[src/sv/frx_pkg.sv]
// frx_pkg: shared types and codes for the sync/length/check frame receiver
// used by frx_core, the top level and the checker; no dependencies
`default_nettype none

package frx_pkg;

   localparam int KIND_W    = 2;
   localparam int DATA_W    = 8;
   localparam int TICK_W    = 16;
   localparam int EVENT_W   = 3;
   localparam int LEN_W     = 16;
   localparam int TOTAL_W   = 17;
   localparam int GAP_W     = 8;
   localparam int CSR_IDX_W = 1;
   localparam int CSR_DAT_W = 17;
   localparam int HDR_DEPTH = 5;
   localparam int HCNT_W    = 3;

   localparam logic [DATA_W-1:0]  SYNC_BYTE    = 8'h55;
   localparam logic [DATA_W-1:0]  MARKER_BYTE  = 8'h90;
   localparam logic [DATA_W-1:0]  CHECK_INVERT = 8'hFF;
   localparam logic [TOTAL_W-1:0] FRAME_EXTRA  = 17'd6;
   localparam logic [TOTAL_W-1:0] HEADER_LEN   = 17'd5;

   localparam logic [TOTAL_W-1:0] MAX_FRAME_RESET = 17'd2048;
   localparam logic [GAP_W-1:0]   GAP_LIMIT_RESET = 8'd3;

   localparam logic [KIND_W-1:0] KIND_BYTE  = 2'd0;
   localparam logic [KIND_W-1:0] KIND_TICK  = 2'd1;
   localparam logic [KIND_W-1:0] KIND_START = 2'd2;

   localparam logic [EVENT_W-1:0] EV_HEADER   = 3'd0;
   localparam logic [EVENT_W-1:0] EV_PAYLOAD  = 3'd1;
   localparam logic [EVENT_W-1:0] EV_GOOD     = 3'd2;
   localparam logic [EVENT_W-1:0] EV_BAD      = 3'd3;
   localparam logic [EVENT_W-1:0] EV_TOO_LONG = 3'd4;
   localparam logic [EVENT_W-1:0] EV_GAP      = 3'd5;
   localparam logic [EVENT_W-1:0] EV_DEADLINE = 3'd6;

   localparam logic [CSR_IDX_W-1:0] REG_MAX_FRAME = 1'd0;
   localparam logic [CSR_IDX_W-1:0] REG_GAP_LIMIT = 1'd1;

   typedef struct packed {
      logic [KIND_W-1:0] kind;
      logic [DATA_W-1:0] data;
      logic [TICK_W-1:0] wait_ticks;
   } item_type;

   typedef struct packed {
      logic               valid;
      logic [EVENT_W-1:0] event_res;
      logic [DATA_W-1:0]  data_res;
      logic [LEN_W-1:0]   byte_index;
      logic [DATA_W-1:0]  status_byte;
      logic [LEN_W-1:0]   payload_length;
      logic               last;
   } result_type;

endpackage

`default_nettype wire

[src/sv/sync_length_lrc_frame_receiver_unit.sv]
// Frame receiver top level: request register, receive core, result register,
// control registers. Depends on frx_pkg and frx_core.
//
// Usage:
//   Requests (req_kind/req_data/req_wait_ticks) enter on req_valid while
//   req_stall is low: a start request arms an attempt with a tick deadline,
//   byte requests carry received link bytes, tick requests advance time.
//   Each request gives zero or one result on the rsp_ channel, taken on an
//   edge with rsp_valid high and rsp_stall low.
//   The accepted request waits in the request register; the result register
//   takes its result when the request advances, which rsp_stall can hold up.
//   Throughput: one request per cycle while the result register is free; the
//   single state update per request sits between the two registers.
//   When the receiver holds rsp_stall, the result register keeps its value
//   and the request register fills; req_stall then rises until the result
//   is taken.
//   Control registers are written through csr_valid/csr_index/csr_wdata,
//   always ready; write them only while no request is in flight.
//   Reset (synchronous) disarms the receiver, empties both registers and
//   restores max_frame_length 2048 and gap_limit 3.
`default_nettype none

module sync_length_lrc_frame_receiver_unit
   import frx_pkg::*;
(
   input  wire logic                 clock,
   input  wire logic                 reset,
   input  wire logic                 req_valid,
   output logic                      req_stall,
   input  wire logic [KIND_W-1:0]    req_kind,
   input  wire logic [DATA_W-1:0]    req_data,
   input  wire logic [TICK_W-1:0]    req_wait_ticks,
   output logic                      rsp_valid,
   input  wire logic                 rsp_stall,
   output logic [EVENT_W-1:0]        rsp_event_res,
   output logic [DATA_W-1:0]         rsp_data_res,
   output logic [LEN_W-1:0]          rsp_byte_index,
   output logic [DATA_W-1:0]         rsp_status_byte,
   output logic [LEN_W-1:0]          rsp_payload_length,
   output logic                      rsp_last,
   input  wire logic                 csr_valid,
   output logic                      csr_ready,
   input  wire logic [CSR_IDX_W-1:0] csr_index,
   input  wire logic [CSR_DAT_W-1:0] csr_wdata
);

   logic               in_valid_ff;
   item_type           in_item_ff;
   result_type         out_ff;
   logic               out_valid_ff;
   logic [TOTAL_W-1:0] max_frame_ff;
   logic [GAP_W-1:0]   gap_limit_ff;
   logic               out_free;
   logic               advance;
   logic               req_take;
   result_type         core_res;

   assign out_free  = !out_valid_ff || !rsp_stall;
   assign advance   = in_valid_ff && out_free;
   assign req_stall = in_valid_ff && !out_free;
   assign req_take  = req_valid && !req_stall;
   assign csr_ready = 1'b1;

   frx_core u_core (
      .clock     (clock),
      .reset     (reset),
      .fire      (advance),
      .item      (in_item_ff),
      .max_frame (max_frame_ff),
      .gap_limit (gap_limit_ff),
      .result    (core_res)
   );

   always_ff @(posedge clock) begin
      if (reset) begin
         in_valid_ff  <= 1'b0;
         out_valid_ff <= 1'b0;
         max_frame_ff <= MAX_FRAME_RESET;
         gap_limit_ff <= GAP_LIMIT_RESET;
      end else begin
         if (req_take || advance) begin
            in_valid_ff <= req_take;
         end
         if (out_free) begin
            out_valid_ff <= advance && core_res.valid;
         end
         if (csr_valid && csr_ready) begin
            unique case (csr_index)
               REG_MAX_FRAME: max_frame_ff <= csr_wdata;
               REG_GAP_LIMIT: gap_limit_ff <= csr_wdata[GAP_W-1:0];
               default: ;
            endcase
         end
      end
   end

   always_ff @(posedge clock) begin
      if (req_take) begin
         in_item_ff.kind       <= req_kind;
         in_item_ff.data       <= req_data;
         in_item_ff.wait_ticks <= req_wait_ticks;
      end
      if (out_free) begin
         out_ff <= core_res;
      end
   end

   assign rsp_valid          = out_valid_ff;
   assign rsp_event_res      = out_ff.event_res;
   assign rsp_data_res       = out_ff.data_res;
   assign rsp_byte_index     = out_ff.byte_index;
   assign rsp_status_byte    = out_ff.status_byte;
   assign rsp_payload_length = out_ff.payload_length;
   assign rsp_last           = out_ff.last;

endmodule

`default_nettype wire

[src/sv/frx_core.sv]
// frx_core: receive state and per-item update logic for the frame receiver
// depends on frx_pkg
`default_nettype none

module frx_core
   import frx_pkg::*;
(
   input  wire logic               clock,
   input  wire logic               reset,
   input  wire logic               fire,
   input  wire item_type           item,
   input  wire logic [TOTAL_W-1:0] max_frame,
   input  wire logic [GAP_W-1:0]   gap_limit,
   output result_type              result
);

   typedef enum logic [1:0] {
      PH_HUNT   = 2'd0,
      PH_HEADER = 2'd1,
      PH_BODY   = 2'd2
   } phase_type;

   logic                armed_ff, armed_in;
   phase_type           phase_ff, phase_in;
   logic [DATA_W-1:0]   hdr_ff [HDR_DEPTH];
   logic [DATA_W-1:0]   hdr_in [HDR_DEPTH];
   logic [HCNT_W-1:0]   hcount_ff, hcount_in;
   logic [TOTAL_W-1:0]  fcount_ff, fcount_in;
   logic [TOTAL_W-1:0]  ftotal_ff, ftotal_in;
   logic [DATA_W-1:0]   check_ff, check_in;
   logic [TICK_W-1:0]   elapsed_ff, elapsed_in;
   logic [TICK_W-1:0]   deadline_ff, deadline_in;
   logic [GAP_W-1:0]    silence_ff, silence_in;
   logic                seen_ff, seen_in;

   always_comb begin
      logic [DATA_W-1:0]  h [HDR_DEPTH];
      logic [HCNT_W-1:0]  cnt;
      logic [HCNT_W-1:0]  sh;
      logic [HCNT_W-1:0]  src;
      logic [LEN_W-1:0]   len;
      logic [TOTAL_W-1:0] total;
      logic [GAP_W-1:0]   sil;
      logic               clear;

      armed_in    = armed_ff;
      phase_in    = phase_ff;
      hdr_in      = hdr_ff;
      hcount_in   = hcount_ff;
      fcount_in   = fcount_ff;
      ftotal_in   = ftotal_ff;
      check_in    = check_ff;
      elapsed_in  = elapsed_ff;
      deadline_in = deadline_ff;
      silence_in  = silence_ff;
      seen_in     = seen_ff;
      result      = '0;
      clear       = 1'b0;
      h           = hdr_ff;
      cnt         = hcount_ff;
      sh          = '0;
      src         = '0;
      len         = '0;
      total       = '0;
      sil         = silence_ff;

      if (item.kind == KIND_START) begin
         armed_in    = 1'b1;
         clear       = 1'b1;
         elapsed_in  = '0;
         deadline_in = item.wait_ticks;
         silence_in  = '0;
         seen_in     = 1'b0;
      end else if (armed_ff && item.kind == KIND_BYTE) begin
         seen_in    = 1'b1;
         silence_in = '0;
         unique case (phase_ff)
            PH_HUNT: begin
               if (item.data == SYNC_BYTE) begin
                  hdr_in[0] = item.data;
                  hcount_in = HCNT_W'(1);
                  phase_in  = PH_HEADER;
               end
            end
            PH_HEADER: begin
               if (hcount_ff > HCNT_W'(4)) begin
                  cnt = HCNT_W'(4);
               end
               h[cnt] = item.data;
               if (cnt != HCNT_W'(4)) begin
                  hdr_in    = h;
                  hcount_in = cnt + HCNT_W'(1);
               end else if (h[1] != MARKER_BYTE) begin
                  // rescan held bytes for a later sync byte
                  if (h[4] == SYNC_BYTE) sh = HCNT_W'(4);
                  if (h[3] == SYNC_BYTE) sh = HCNT_W'(3);
                  if (h[2] == SYNC_BYTE) sh = HCNT_W'(2);
                  if (h[1] == SYNC_BYTE) sh = HCNT_W'(1);
                  if (sh == '0) begin
                     clear = 1'b1;
                  end else begin
                     hdr_in = h;
                     for (int j = 0; j < HDR_DEPTH - 1; j++) begin
                        src = HCNT_W'(j) + sh;
                        if (src < HCNT_W'(HDR_DEPTH)) begin
                           hdr_in[j] = h[src];
                        end
                     end
                     hcount_in = HCNT_W'(HDR_DEPTH) - sh;
                  end
               end else begin
                  hdr_in = h;
                  len    = {h[3], h[4]};
                  total  = FRAME_EXTRA + TOTAL_W'(len);
                  result.payload_length = len;
                  result.valid          = 1'b1;
                  if (total > max_frame) begin
                     clear            = 1'b1;
                     result.event_res = EV_TOO_LONG;
                  end else begin
                     ftotal_in          = total;
                     fcount_in          = HEADER_LEN;
                     check_in           = h[1] ^ h[2] ^ h[3] ^ h[4];
                     phase_in           = PH_BODY;
                     result.event_res   = EV_HEADER;
                     result.status_byte = h[2];
                  end
               end
            end
            default: begin
               result.valid    = 1'b1;
               result.data_res = item.data;
               if ({1'b0, fcount_ff} + 18'd1 < {1'b0, ftotal_ff}) begin
                  check_in          = check_ff ^ item.data;
                  fcount_in         = fcount_ff + TOTAL_W'(1);
                  result.event_res  = EV_PAYLOAD;
                  result.byte_index = LEN_W'(fcount_ff - HEADER_LEN);
               end else if ((check_ff ^ CHECK_INVERT) == item.data) begin
                  clear            = 1'b1;
                  armed_in         = 1'b0;
                  result.event_res = EV_GOOD;
                  result.last      = 1'b1;
               end else begin
                  clear            = 1'b1;
                  result.event_res = EV_BAD;
               end
            end
         endcase
      end else if (armed_ff && item.kind == KIND_TICK) begin
         if (elapsed_ff >= deadline_ff) begin
            armed_in         = 1'b0;
            clear            = 1'b1;
            result.valid     = 1'b1;
            result.event_res = EV_DEADLINE;
            result.last      = 1'b1;
         end else begin
            elapsed_in = elapsed_ff + TICK_W'(1);
            if (seen_ff) begin
               if (silence_ff != '1) begin
                  sil = silence_ff + GAP_W'(1);
               end
               silence_in = sil;
               if (sil >= gap_limit) begin
                  armed_in         = 1'b0;
                  clear            = 1'b1;
                  result.valid     = 1'b1;
                  result.event_res = EV_GAP;
                  result.last      = 1'b1;
               end
            end
         end
      end

      if (clear) begin
         phase_in  = PH_HUNT;
         hcount_in = '0;
         fcount_in = '0;
         ftotal_in = '0;
         check_in  = '0;
      end
   end

   always_ff @(posedge clock) begin
      if (reset) begin
         armed_ff    <= 1'b0;
         phase_ff    <= PH_HUNT;
         hcount_ff   <= '0;
         fcount_ff   <= '0;
         ftotal_ff   <= '0;
         check_ff    <= '0;
         elapsed_ff  <= '0;
         deadline_ff <= '0;
         silence_ff  <= '0;
         seen_ff     <= 1'b0;
      end else if (fire) begin
         armed_ff    <= armed_in;
         phase_ff    <= phase_in;
         hcount_ff   <= hcount_in;
         fcount_ff   <= fcount_in;
         ftotal_ff   <= ftotal_in;
         check_ff    <= check_in;
         elapsed_ff  <= elapsed_in;
         deadline_ff <= deadline_in;
         silence_ff  <= silence_in;
         seen_ff     <= seen_in;
      end
   end

   always_ff @(posedge clock) begin
      if (fire) begin
         hdr_ff <= hdr_in;
      end
   end

endmodule

`default_nettype wire

[config.mk]
export PLATFORM = sky130hd
export DESIGN_NAME = sync_length_lrc_frame_receiver_unit
export DESIGN_NICKNAME = d
export VERILOG_FILES = /design/src/sv/frx_pkg.sv /design/src/sv/sync_length_lrc_frame_receiver_unit.sv /design/src/sv/frx_core.sv
export SDC_FILE = /design/constraint.sdc
export NUM_CORES = 1
export LEC_CHECK = 0
export BUFFER_PORTS_ARGS = -buffer_cell sky130_fd_sc_hd__buf_4
export CORE_MARGIN = 2
export CORE_UTILIZATION = 35
export DETAILED_ROUTE_END_ITERATION = 16
export PLACE_DENSITY = 0.49
export SETUP_SLACK_MARGIN = 0.05
export SLEW_MARGIN = 30
export SYNTH_ARGS = -nofsm -noshare
export SYNTH_HDL_FRONTEND = slang
export SYNTH_SLANG_ARGS = --single-unit
[constraint.sdc]
create_clock -name clock -period 7.3 [get_ports clock]
set_clock_uncertainty 0.05 [all_clocks]
set_input_delay 1.46 -clock clock [delete_from_list [all_inputs] [get_ports clock]]
set_output_delay 1.46 -clock clock [all_outputs]
set_load 0.05 [all_outputs]
==> results of run 1 <==
worst min path at each step:
stage,slack [ns],start,to
after detailed placement,0.40,u_core.deadline_ff[11]$_SDFFE_PP0P_,u_core.deadline_ff[11]$_SDFFE_PP0P_
final,0.40,u_core.deadline_ff[7]$_SDFFE_PP0P_,u_core.deadline_ff[7]$_SDFFE_PP0P_
after CTS,0.40,u_core.deadline_ff[11]$_SDFFE_PP0P_,u_core.deadline_ff[11]$_SDFFE_PP0P_
after floorplan,0.38,u_core.ftotal_ff[1]$_SDFFE_PP0P_,u_core.ftotal_ff[1]$_SDFFE_PP0P_
after global placement,0.39,u_core.ftotal_ff[0]$_SDFFE_PP0P_,u_core.ftotal_ff[0]$_SDFFE_PP0P_
after global routing,0.42,u_core.deadline_ff[9]$_SDFFE_PP0P_,u_core.deadline_ff[9]$_SDFFE_PP0P_
registers in the layout, indices dropped and copies added (netlist names), 16 cells and up:
register and cells:
rsp_byte_index 16, u_core.hdr_ff 40, in_item_ff 26, u_core.elapsed_ff 16, rsp_payload_length 16, max_frame_ff 17
u_core.deadline_ff 16, u_core.fcount_ff 17, u_core.ftotal_ff 17
synthesized netlist by cell type (46+ instances only):
library cell | count | share of area, %
o21ai_0 | 46 | 1.6
edfxtp_1 | 118 | 25
nand2_1 | 192 | 5.1
clkbuf_1 | 62 | 1.6
inv_1 | 73 | 1.9
nor2_1 | 119 | 3.2
nand3_1 | 58 | 2.1
dfxtp_1 | 116 | 16
ha_1 | 69 | 6.1
xnor2_1 | 54 | 3.3
mux2i_1 | 56 | 4.0
a21oi_1 | 92 | 3.3
area by class of cell:
cell class	instances	area (um^2)	share of cell area (%)
repair buffers	128	960.9	5.870
clock buffers	38	829.5	5.067
clock inverters	15	156.4	0.9554
inverters	77	289.0	1.766
multi-input cells	1115	7612	46.50
well taps	525	656.9	4.013
flip-flops and latches	234	5866	35.83
per-layer routing:
| metal | vias up | GRT usage (%) |
|---|---|---|
| met4 | 2 | 5.010 |
| li1 | 5633 | - |
| met5 | - | 0 |
| met3 | 56 | 2.275 |
| met1 | 5487 | 27.47 |
| met2 | 254 | 35.42 |
per-stage QoR:
step	setup slack, ns	total power, W
after floorplan	0.4970	0.001557
after CTS	1.501	0.003125
final	1.483	0.003089
after global placement	1.687	0.001637
after global routing	1.086	0.003197
after detailed placement	1.516	0.001638
logic make-up after synthesis:
group,share of synthesized area (%)
DFF,41.46
buffers and inverters,4.979
and+or+nand+nor,20.96
other,0.02650
muxes,5.173
AOI/OAI and AO/OA,15.80
adders and majority gates,6.102
xor gates and xnor gates,5.501
power by group:
| part | total (W) | internal, W | leakage, nW | switching, W |
|---|---|---|---|---|
| logic | 0.000200 | 0.0000702 | 3.82 | 0.000129 |
| registers | 0.00141 | 0.00140 | 2.11 | 0.0000146 |
| clock network | 0.00148 | 0.000902 | 0.485 | 0.000575 |
| total | 0.00309 | 0.00237 | 6.42 | 0.000719 |
layout by cell type (no fill, tap or decap), types with 7 or more instances in the layout:
master       n
a211oi_1     7
a21oi_1     92
a22oi_1     14
a31o_1      14
and2_1      12
and3_1      31
buf_4      128
clkbuf_16   31
dfxtp_1    116
edfxtp_1   118
ha_1        69
inv_1       72
mux2i_1     55
nand2_1    191
nand2b_1    14
nand3_1     58
nand4_1     23
nor2_1     118
nor2b_1     13
nor3_1      31
nor4_1      10
o211ai_1     8
o21a_1       9
o21ai_0     46
o21ai_1     15
o221ai_1    10
o22ai_1      7
o2bb2ai_1    8
o31ai_1     13
or3_1       13
or4_1        8
xnor2_1     54
xor2_1      28
worst max-delay path, cell delays in order (launching register included):
cell       delay, ns
dfxtp_1         0.29
buf_4           0.26
nand3b_1        0.66
mux2i_1         0.27
buf_4           0.22
nand4bb_4       0.27
nor4_4          0.35
xnor2_1         0.15
ha_1            0.37
nand4_1         0.13
or3_1           0.42
a31o_2          0.24
a32oi_1         0.41
a22oi_4         0.21
o31ai_4         0.78
and2_1          0.47
o2bb2ai_1       0.16
==> metrics.txt, run 1 <==
# TYPE chip_impl_metric gauge
chip_impl_metric{name="detailedRoute.firstPassIterationCount",unit=""} 5
chip_impl_metric{name="num-nets-final",unit=""} 1703
chip_impl_info{name="tritoncts_clock_tree",value="yes"} 1
chip_impl_info{name="clk_root_buffer_cell",value="clkbuf_16"} 1
chip_impl_metric{name="powerDensity",unit="mW/mm^2"} 188.7
chip_impl_metric{name="finalHoldViolCount",unit=""} 0
chip_impl_metric{name="grt_max_degree",unit=""} 62
chip_impl_metric{name="detailroute.wirelength.met3",unit="um"} 1641
chip_impl_metric{name="grt_overflow",unit=""} 0
chip_impl_metric{name="synth_instances",unit=""} 1515
chip_impl_metric{name="post_cts_buffers",unit=""} 0
chip_impl_metric{name="tns",unit="ns"} 0
chip_impl_metric{name="timing.hold.ws",unit="ns"} 0.4013
chip_impl_metric{name="routability_driven_placement_congestion_ratio",unit=""} 0.8965
chip_impl_metric{name="fp.dieH",unit="um"} 205.1
chip_impl_info{name="worstSetupStartpointType",value="flip-flop"} 1
chip_impl_info{name="top_layer",value="met5"} 1
chip_impl_metric{name="design_area",unit="mm^2"} 0.01637
chip_impl_metric{name="postRouteAntennaNets",unit=""} 0
chip_impl_metric{name="fillerInstances",unit=""} 4020
chip_impl_metric{name="maxCapViolations",unit=""} 0
chip_impl_info{name="grt_setup_unrepaired",value="false"} 1
chip_impl_metric{name="grt_usage",unit="%"} 20.55
chip_impl_metric{name="detailed_place_hpwl",unit="um"} 31970
chip_impl_metric{name="syn-num-nets",unit=""} 1633
chip_impl_info{name="run_status",value="complete, no violations"} 1
chip_impl_info{name="worst_setup_path_end",value="u_core.check_ff[2]$_SDFFE_PP0P_"} 1
chip_impl_metric{name="maxSlewHeadroom",unit="%"} 34.06
chip_impl_metric{name="num_io_pins",unit=""} 104
chip_impl_metric{name="clkLatencyLatePin",unit="ns"} 0.56
chip_impl_info{name="timing.setup.critical_path_class",value="flip-flop to flip-flop"} 1
chip_impl_metric{name="timing.final.max_slew_violations",unit=""} 0
chip_impl_metric{name="rows",unit=""} 73
chip_impl_metric{name="synth_seq_area_share",unit="%"} 41.46
chip_impl_metric{name="synth.ff_latch_count",unit=""} 234
chip_impl_metric{name="worstMarginPinSlew",unit="ns"} 0.9754
chip_impl_metric{name="r2r_setup_slack",unit="ns"} 1.48
chip_impl_metric{name="first_iter_violations",unit=""} 765
chip_impl_metric{name="leakage",unit="nW"} 6.416
chip_impl_metric{name="postSynth.asyncResetShare",unit="%"} 0
chip_impl_metric{name="flow.area_growth_from_synthesis",unit="%"} 15.71
chip_impl_metric{name="worst-endpoint-required",unit="ns"} 7.73
chip_impl_metric{name="syn_avg_cell_area",unit="um^2"} 9.339
chip_impl_info{name="reg2reg_from",value="u_core.hcount_ff[2]$_SDFFE_PP0P_"} 1
chip_impl_metric{name="layout_worst_path_cycle_share",unit="%"} 79.68
chip_impl_info{name="endpoint_type_of_the_worst_setup_path",value="flip-flop"} 1
chip_impl_metric{name="min_path_cells",unit=""} 2
chip_impl_metric{name="syn-cell-area",unit="mm^2"} 0.01415
chip_impl_metric{name="grt_pass1_wl",unit="um"} 66730
chip_impl_metric{name="cts_hold_buffers",unit=""} 0
chip_impl_metric{name="placed_cells",unit=""} 2079
chip_impl_metric{name="dieArea",unit="mm^2"} 0.04205
chip_impl_metric{name="crit_path_max_fanout",unit=""} 29
chip_impl_metric{name="synthesis.yosys.warnings",unit=""} 0
chip_impl_metric{name="cts_max_path_buffers",unit=""} 3
chip_impl_metric{name="power.ir.vdd_worst",unit="uV"} 157.1
chip_impl_metric{name="crit_path_arrival_time",unit="ns"} 6.24
chip_impl_metric{name="final_core_density",unit="%"} 41.11
chip_impl_metric{name="clk_pin_slew",unit="ns"} 0.06
chip_impl_metric{name="antenna_found_initial",unit=""} 1
chip_impl_metric{name="remaining_drc_errors",unit=""} 0
chip_impl_metric{name="layout-drive-gt1-share",unit="%"} 15.37
chip_impl_metric{name="post-route-min-period",unit="ns"} 5.817
chip_impl_metric{name="htree_levels",unit=""} 1
chip_impl_metric{name="number_of_enable_flip_flop_cells_after_synthesis",unit=""} 118
chip_impl_metric{name="max_clock_freq",unit="MHz"} 171.9
chip_impl_metric{name="post_dp_cell_area",unit="mm^2"} 0.01538
chip_impl_metric{name="finalWirelength",unit="um"} 42850
chip_impl_info{name="worstHoldPathType",value="flip-flop to flip-flop"} 1
chip_impl_metric{name="detail_route.vias_per_cell",unit=""} 5.362
chip_impl_metric{name="via_count",unit=""} 11430
chip_impl_metric{name="cts_resized",unit=""} 0
chip_impl_info{name="timing.rr.end",value="u_core.check_ff[2]$_SDFFE_PP0P_"} 1
chip_impl_metric{name="die_w",unit="um"} 205.1
chip_impl_metric{name="reg2regPathDepth",unit=""} 16
chip_impl_metric{name="synth.lib_cells_used.distinct",unit=""} 106
chip_impl_metric{name="insertedDiodeCount",unit=""} 0
chip_impl_metric{name="start_util",unit="%"} 35.53
chip_impl_metric{name="detail_route.wirelength.met1",unit="um"} 19380
chip_impl_metric{name="wl_per_cell",unit="um"} 20.10
chip_impl_metric{name="final-setup-viol-count",unit=""} 0
chip_impl_metric{name="design.core.area",unit="mm^2"} 0.03982
chip_impl_info{name="worstSetupStartpoint",value="u_core.hcount_ff[2]$_SDFFE_PP0P_"} 1
chip_impl_metric{name="detailroute.wirelength.met2",unit="um"} 20850
chip_impl_metric{name="placement.io_buffers",unit=""} 102
chip_impl_metric{name="first_global_vias",unit=""} 11320
chip_impl_metric{name="stdcell_count",unit=""} 2132
chip_impl_info{name="synth-main-ff-cell",value="edfxtp_1"} 1
chip_impl_metric{name="number_of_buffers_created_by_cts",unit=""} 29
chip_impl_metric{name="numClockSinks",unit=""} 234
Note: power is estimated with default switching activity, not from simulation.
==> run 2: changes to the inputs <==
Settings changed: ABC_AREA set to 1.
Clock period 7.3 ns to 5.55 ns, I/O delays scaled along.
==> run 2 against run 1 <==
  * Synthesized cell count increased by 24%
  * Clock power grew 36%
  * Sequential power rose by 34%
  * Final area rose by 1.2%
  * Via count rose by 11%
  * Sequential cell count stayed put
  * Count of clock-buffer cells in the layout decreased by 4
  * Sequential share of layout area is 0.43 points lower
  * First-iteration DRC count up 45%
  * Critical endpoint is now u_core.fcount_ff[15]$_SDFFE_PP0P_
==> metrics.txt, run 2 <==
# TYPE chip_impl_metric gauge
chip_impl_metric{name="antenna_found_initial",unit=""} 0
chip_impl_metric{name="worstMarginPinSlew",unit="ns"} 0.9235
chip_impl_metric{name="power.ir.vdd_worst",unit="uV"} 201.6
chip_impl_metric{name="r2r_setup_slack",unit="ns"} 0.81
chip_impl_metric{name="number_of_enable_flip_flop_cells_after_synthesis",unit=""} 118
chip_impl_metric{name="num-nets-final",unit=""} 2098
chip_impl_metric{name="cts_hold_buffers",unit=""} 0
chip_impl_info{name="tritoncts_clock_tree",value="yes"} 1
chip_impl_info{name="worstSetupStartpoint",value="u_core.hcount_ff[2]$_SDFFE_PP0P_"} 1
chip_impl_metric{name="worst-endpoint-required",unit="ns"} 6.00
chip_impl_metric{name="layout-drive-gt1-share",unit="%"} 12.58
chip_impl_info{name="yosys.area.top_type",value="edfxtp_1"} 1
chip_impl_metric{name="wl_per_cell",unit="um"} 17.79
chip_impl_info{name="layout.cells.most_common_list",value="nand2_1, nor2_1, inv_1"} 1
chip_impl_info{name="worst_setup_path_end",value="u_core.fcount_ff[15]$_SDFFE_PP0P_"} 1
chip_impl_info{name="synth.most_common_cell",value="nand2_1"} 1
chip_impl_metric{name="leakage",unit="nW"} 7.562
chip_impl_metric{name="post_dp_cell_area",unit="mm^2"} 0.01556
chip_impl_metric{name="post-synth-top-area-fraction",unit="%"} 24.94
chip_impl_metric{name="yosys.area_share.adder",unit="%"} 6.076
chip_impl_metric{name="final-setup-viol-count",unit=""} 0
chip_impl_metric{name="post_synth_and_or_nand_nor_area_fraction",unit="%"} 26.01
chip_impl_metric{name="post_cts_buffers",unit=""} 0
chip_impl_metric{name="multi_input_combinational_cell_area",unit="mm^2"} 0.007018
chip_impl_info{name="mostFrequentLayoutCell",value="nand2_1"} 1
chip_impl_metric{name="syn_avg_cell_area",unit="um^2"} 7.538
chip_impl_metric{name="synth.ff_latch_count",unit=""} 234
chip_impl_metric{name="detailed_place_hpwl",unit="um"} 33470
chip_impl_metric{name="dieArea",unit="mm^2"} 0.04223
chip_impl_metric{name="crit_path_max_fanout",unit=""} 20
chip_impl_info{name="endpoint_type_of_the_worst_setup_path",value="flip-flop"} 1
chip_impl_info{name="timing.setup.critical_path_class",value="flip-flop to flip-flop"} 1
chip_impl_metric{name="synth.area.mux_share",unit="%"} 0.07044
chip_impl_metric{name="synth_compound_area_share",unit="%"} 13.53
chip_impl_metric{name="reg2regPathDepth",unit=""} 29
chip_impl_metric{name="fillerInstances",unit=""} 4102
chip_impl_metric{name="flow.area_growth_from_synthesis",unit="%"} 16.62
chip_impl_metric{name="remaining_drc_errors",unit=""} 0
chip_impl_metric{name="finalHoldViolCount",unit=""} 0
chip_impl_info{name="clk_root_buffer_cell",value="clkbuf_16"} 1
chip_impl_info{name="worstHoldPathType",value="flip-flop to flip-flop"} 1
chip_impl_metric{name="start_util",unit="%"} 35.60
chip_impl_metric{name="max_clock_freq",unit="MHz"} 211.1
chip_impl_metric{name="fp.dieH",unit="um"} 205.5
chip_impl_info{name="synth.cells.most_frequent",value="nand2_1, nor2_1, inv_1, a21oi_1, o21ai_0"} 1
chip_impl_info{name="main_combinational_cell_family_by_area_after_synthesis",value="simple AND/OR/NAND/NOR gates"} 1
chip_impl_info{name="cpMostUsedCell",value="nor2_1"} 1
chip_impl_metric{name="first_global_vias",unit=""} 11990
chip_impl_metric{name="postSynth.asyncResetShare",unit="%"} 0
chip_impl_metric{name="htree_levels",unit=""} 1
chip_impl_metric{name="num_io_pins",unit=""} 104
chip_impl_metric{name="grt_overflow",unit=""} 0
chip_impl_metric{name="number_of_buffers_created_by_cts",unit=""} 29
chip_impl_info{name="critical-path-slowest-cell",value="dfxtp_2"} 1
chip_impl_metric{name="syn-num-nets",unit=""} 2003
chip_impl_metric{name="tns",unit="ns"} 0
chip_impl_metric{name="detail_route.vias_per_cell",unit=""} 5.031
chip_impl_info{name="synth-main-ff-cell",value="edfxtp_1"} 1
chip_impl_metric{name="die_w",unit="um"} 205.5
chip_impl_metric{name="design_area",unit="mm^2"} 0.01657
chip_impl_metric{name="design.core.area",unit="mm^2"} 0.03991
chip_impl_metric{name="finalWirelength",unit="um"} 44970
chip_impl_metric{name="placement.io_buffers",unit=""} 102
chip_impl_metric{name="cpPeakStageDelay",unit="ns"} 0.45
chip_impl_metric{name="detailedRoute.firstPassIterationCount",unit=""} 6
chip_impl_metric{name="powerDensity",unit="mW/mm^2"} 263.7
chip_impl_metric{name="final.setup.worst_slack",unit="ns"} 0.8118
chip_impl_metric{name="layout_worst_path_cycle_share",unit="%"} 85.37
chip_impl_metric{name="postRouteAntennaNets",unit=""} 0
chip_impl_metric{name="post-route-min-period",unit="ns"} 4.738
chip_impl_metric{name="via_count",unit=""} 12720
chip_impl_metric{name="synth.lib_cells_used.distinct",unit=""} 58
chip_impl_info{name="max_flop_register",value="u_core.hdr_ff"} 1
chip_impl_metric{name="rows",unit=""} 73
chip_impl_metric{name="largest_register_ffs",unit=""} 40
chip_impl_metric{name="seqCellArea",unit="mm^2"} 0.005867
chip_impl_metric{name="numClockSinks",unit=""} 234
chip_impl_metric{name="preCtsSetupSlack",unit="ns"} 0.6149
chip_impl_metric{name="cts_max_path_buffers",unit=""} 3
chip_impl_metric{name="synthesis.yosys.warnings",unit=""} 0
chip_impl_info{name="run_status",value="complete, no violations"} 1
chip_impl_metric{name="maxSlewHeadroom",unit="%"} 38.34
chip_impl_metric{name="grt_pass1_wl",unit="um"} 69760
chip_impl_info{name="timing.rr.end",value="u_core.fcount_ff[15]$_SDFFE_PP0P_"} 1
chip_impl_metric{name="timing.final.max_slew_violations",unit=""} 0
chip_impl_info{name="synth.area.top_cells",value="edfxtp_1, dfxtp_1, nand2_1"} 1
chip_impl_metric{name="timing.hold.ws",unit="ns"} 0.4104
chip_impl_metric{name="clkLatencyLatePin",unit="ns"} 0.57
chip_impl_metric{name="grt_max_degree",unit=""} 55
chip_impl_metric{name="clk_pin_slew",unit="ns"} 0.06
chip_impl_metric{name="synth_seq_area_share",unit="%"} 41.28
chip_impl_metric{name="insertedDiodeCount",unit=""} 0
chip_impl_info{name="grt_setup_unrepaired",value="false"} 1
chip_impl_metric{name="post_synth_xor_area_fraction",unit="%"} 3.619
chip_impl_metric{name="routability_driven_placement_congestion_ratio",unit=""} 0.9201
chip_impl_metric{name="syn-cell-area",unit="mm^2"} 0.01421
chip_impl_metric{name="first_iter_violations",unit=""} 1112
chip_impl_info{name="worstSetupStartpointType",value="flip-flop"} 1
chip_impl_metric{name="synth_instances",unit=""} 1885
chip_impl_info{name="reg2reg_from",value="u_core.hcount_ff[2]$_SDFFE_PP0P_"} 1
chip_impl_metric{name="grt_usage",unit="%"} 21.40
chip_impl_metric{name="maxCapViolations",unit=""} 0
chip_impl_info{name="largestRegisters",value="u_core.hdr_ff x40, in_item_ff x26"} 1
chip_impl_metric{name="crit_path_arrival_time",unit="ns"} 5.19
==> run 2: changes by cell type after synthesis, sizes merged, moves of 39 or more <==
cell / change
inv: +177
o21ai: +71
a21oi: +39
mux2i: -58
nor2: +159
xnor2: -42
nand2: +213
==> run 2: metal layers <==
metal	vias up	track usage [%]	share of wire (%)
met5	-	0	0
met4	0	6.192	2.5
met3	74	3.896	7.7
met2	464	31.36	41
met1	5780	31.79	49
li1	6400	-	-
==> run 2: worst min path at each step <==
stage               depth (start not counted)  slack, ns                             endpoint                                start
floorplan                                   2       0.39         gap_limit_ff[2]$_SDFFE_PP0P_         gap_limit_ff[2]$_SDFFE_PP0P_
global placement                            2       0.40  u_core.deadline_ff[10]$_SDFFE_PP0P_  u_core.deadline_ff[10]$_SDFFE_PP0P_
detailed placement                          2       0.40         max_frame_ff[7]$_SDFFE_PP0P_         max_frame_ff[7]$_SDFFE_PP0P_
CTS                                         2       0.41         max_frame_ff[7]$_SDFFE_PP0P_         max_frame_ff[7]$_SDFFE_PP0P_
global route                                2       0.44         max_frame_ff[4]$_SDFFE_PP0P_         max_frame_ff[4]$_SDFFE_PP0P_
finish                                      2       0.41         max_frame_ff[4]$_SDFFE_PP0P_         max_frame_ff[4]$_SDFFE_PP0P_
==> run 2: area by class of cell <==
cell class	count	area share, %
Multi-Input combinational cell	1320	42.35
Clock buffer	34	4.673
Tap cell	525	3.964
Sequential cell	234	35.40
Clock inverter	20	1.435
Inverter	257	5.851
Timing Repair Buffer	138	6.327
==> run 2: kinds of logic after synthesis <==
logic type | after synthesis
muxes | 1
buffers and inverters | 331
adders and majority gates | 69
AOI/OAI and AO/OA | 339
other | 1
DFF | 234
and+or+nand+nor | 853
xor gates and xnor gates | 57
==> run 2: timing repair <==
item | in CTS | in global routing
setup endpoints to repair | 0 | 2
resized for setup | 0 | 1
endpoints found under the hold margin | 0 | 0
==> run 2: worst max-delay path: cells and delay by family, from the launching register on <==
family / cells / cell delay (ns)
buffers and inverters: 5 / 0.81
AND/OR/NAND/NOR: 21 / 2.57
AO/OA/AOI/OAI: 1 / 0.30
flip-flops: 1 / 0.45
XOR/XNOR: 1 / 0.21
adder cells (fa/ha/maj): 1 / 0.27
==> run 2: report_power, final <==
group	internal [W]	switching, W	total, W
logic	0.000157	0.000307	0.000464
registers	0.00185	0.0000329	0.00189
clock network	0.00123	0.000791	0.00202
==> run 2: per-stage QoR <==
stage / utilization, % / power [W] / instances
finish: 41.52 / 0.004370 / 2528
global route: 41.52 / 0.004546 / 2528
CTS: 41.52 / 0.004419 / 2528
detailed placement: 38.98 / 0.002381 / 2474
global placement: 38.98 / 0.002379 / 2474
floorplan: - / 0.002228 / 1885
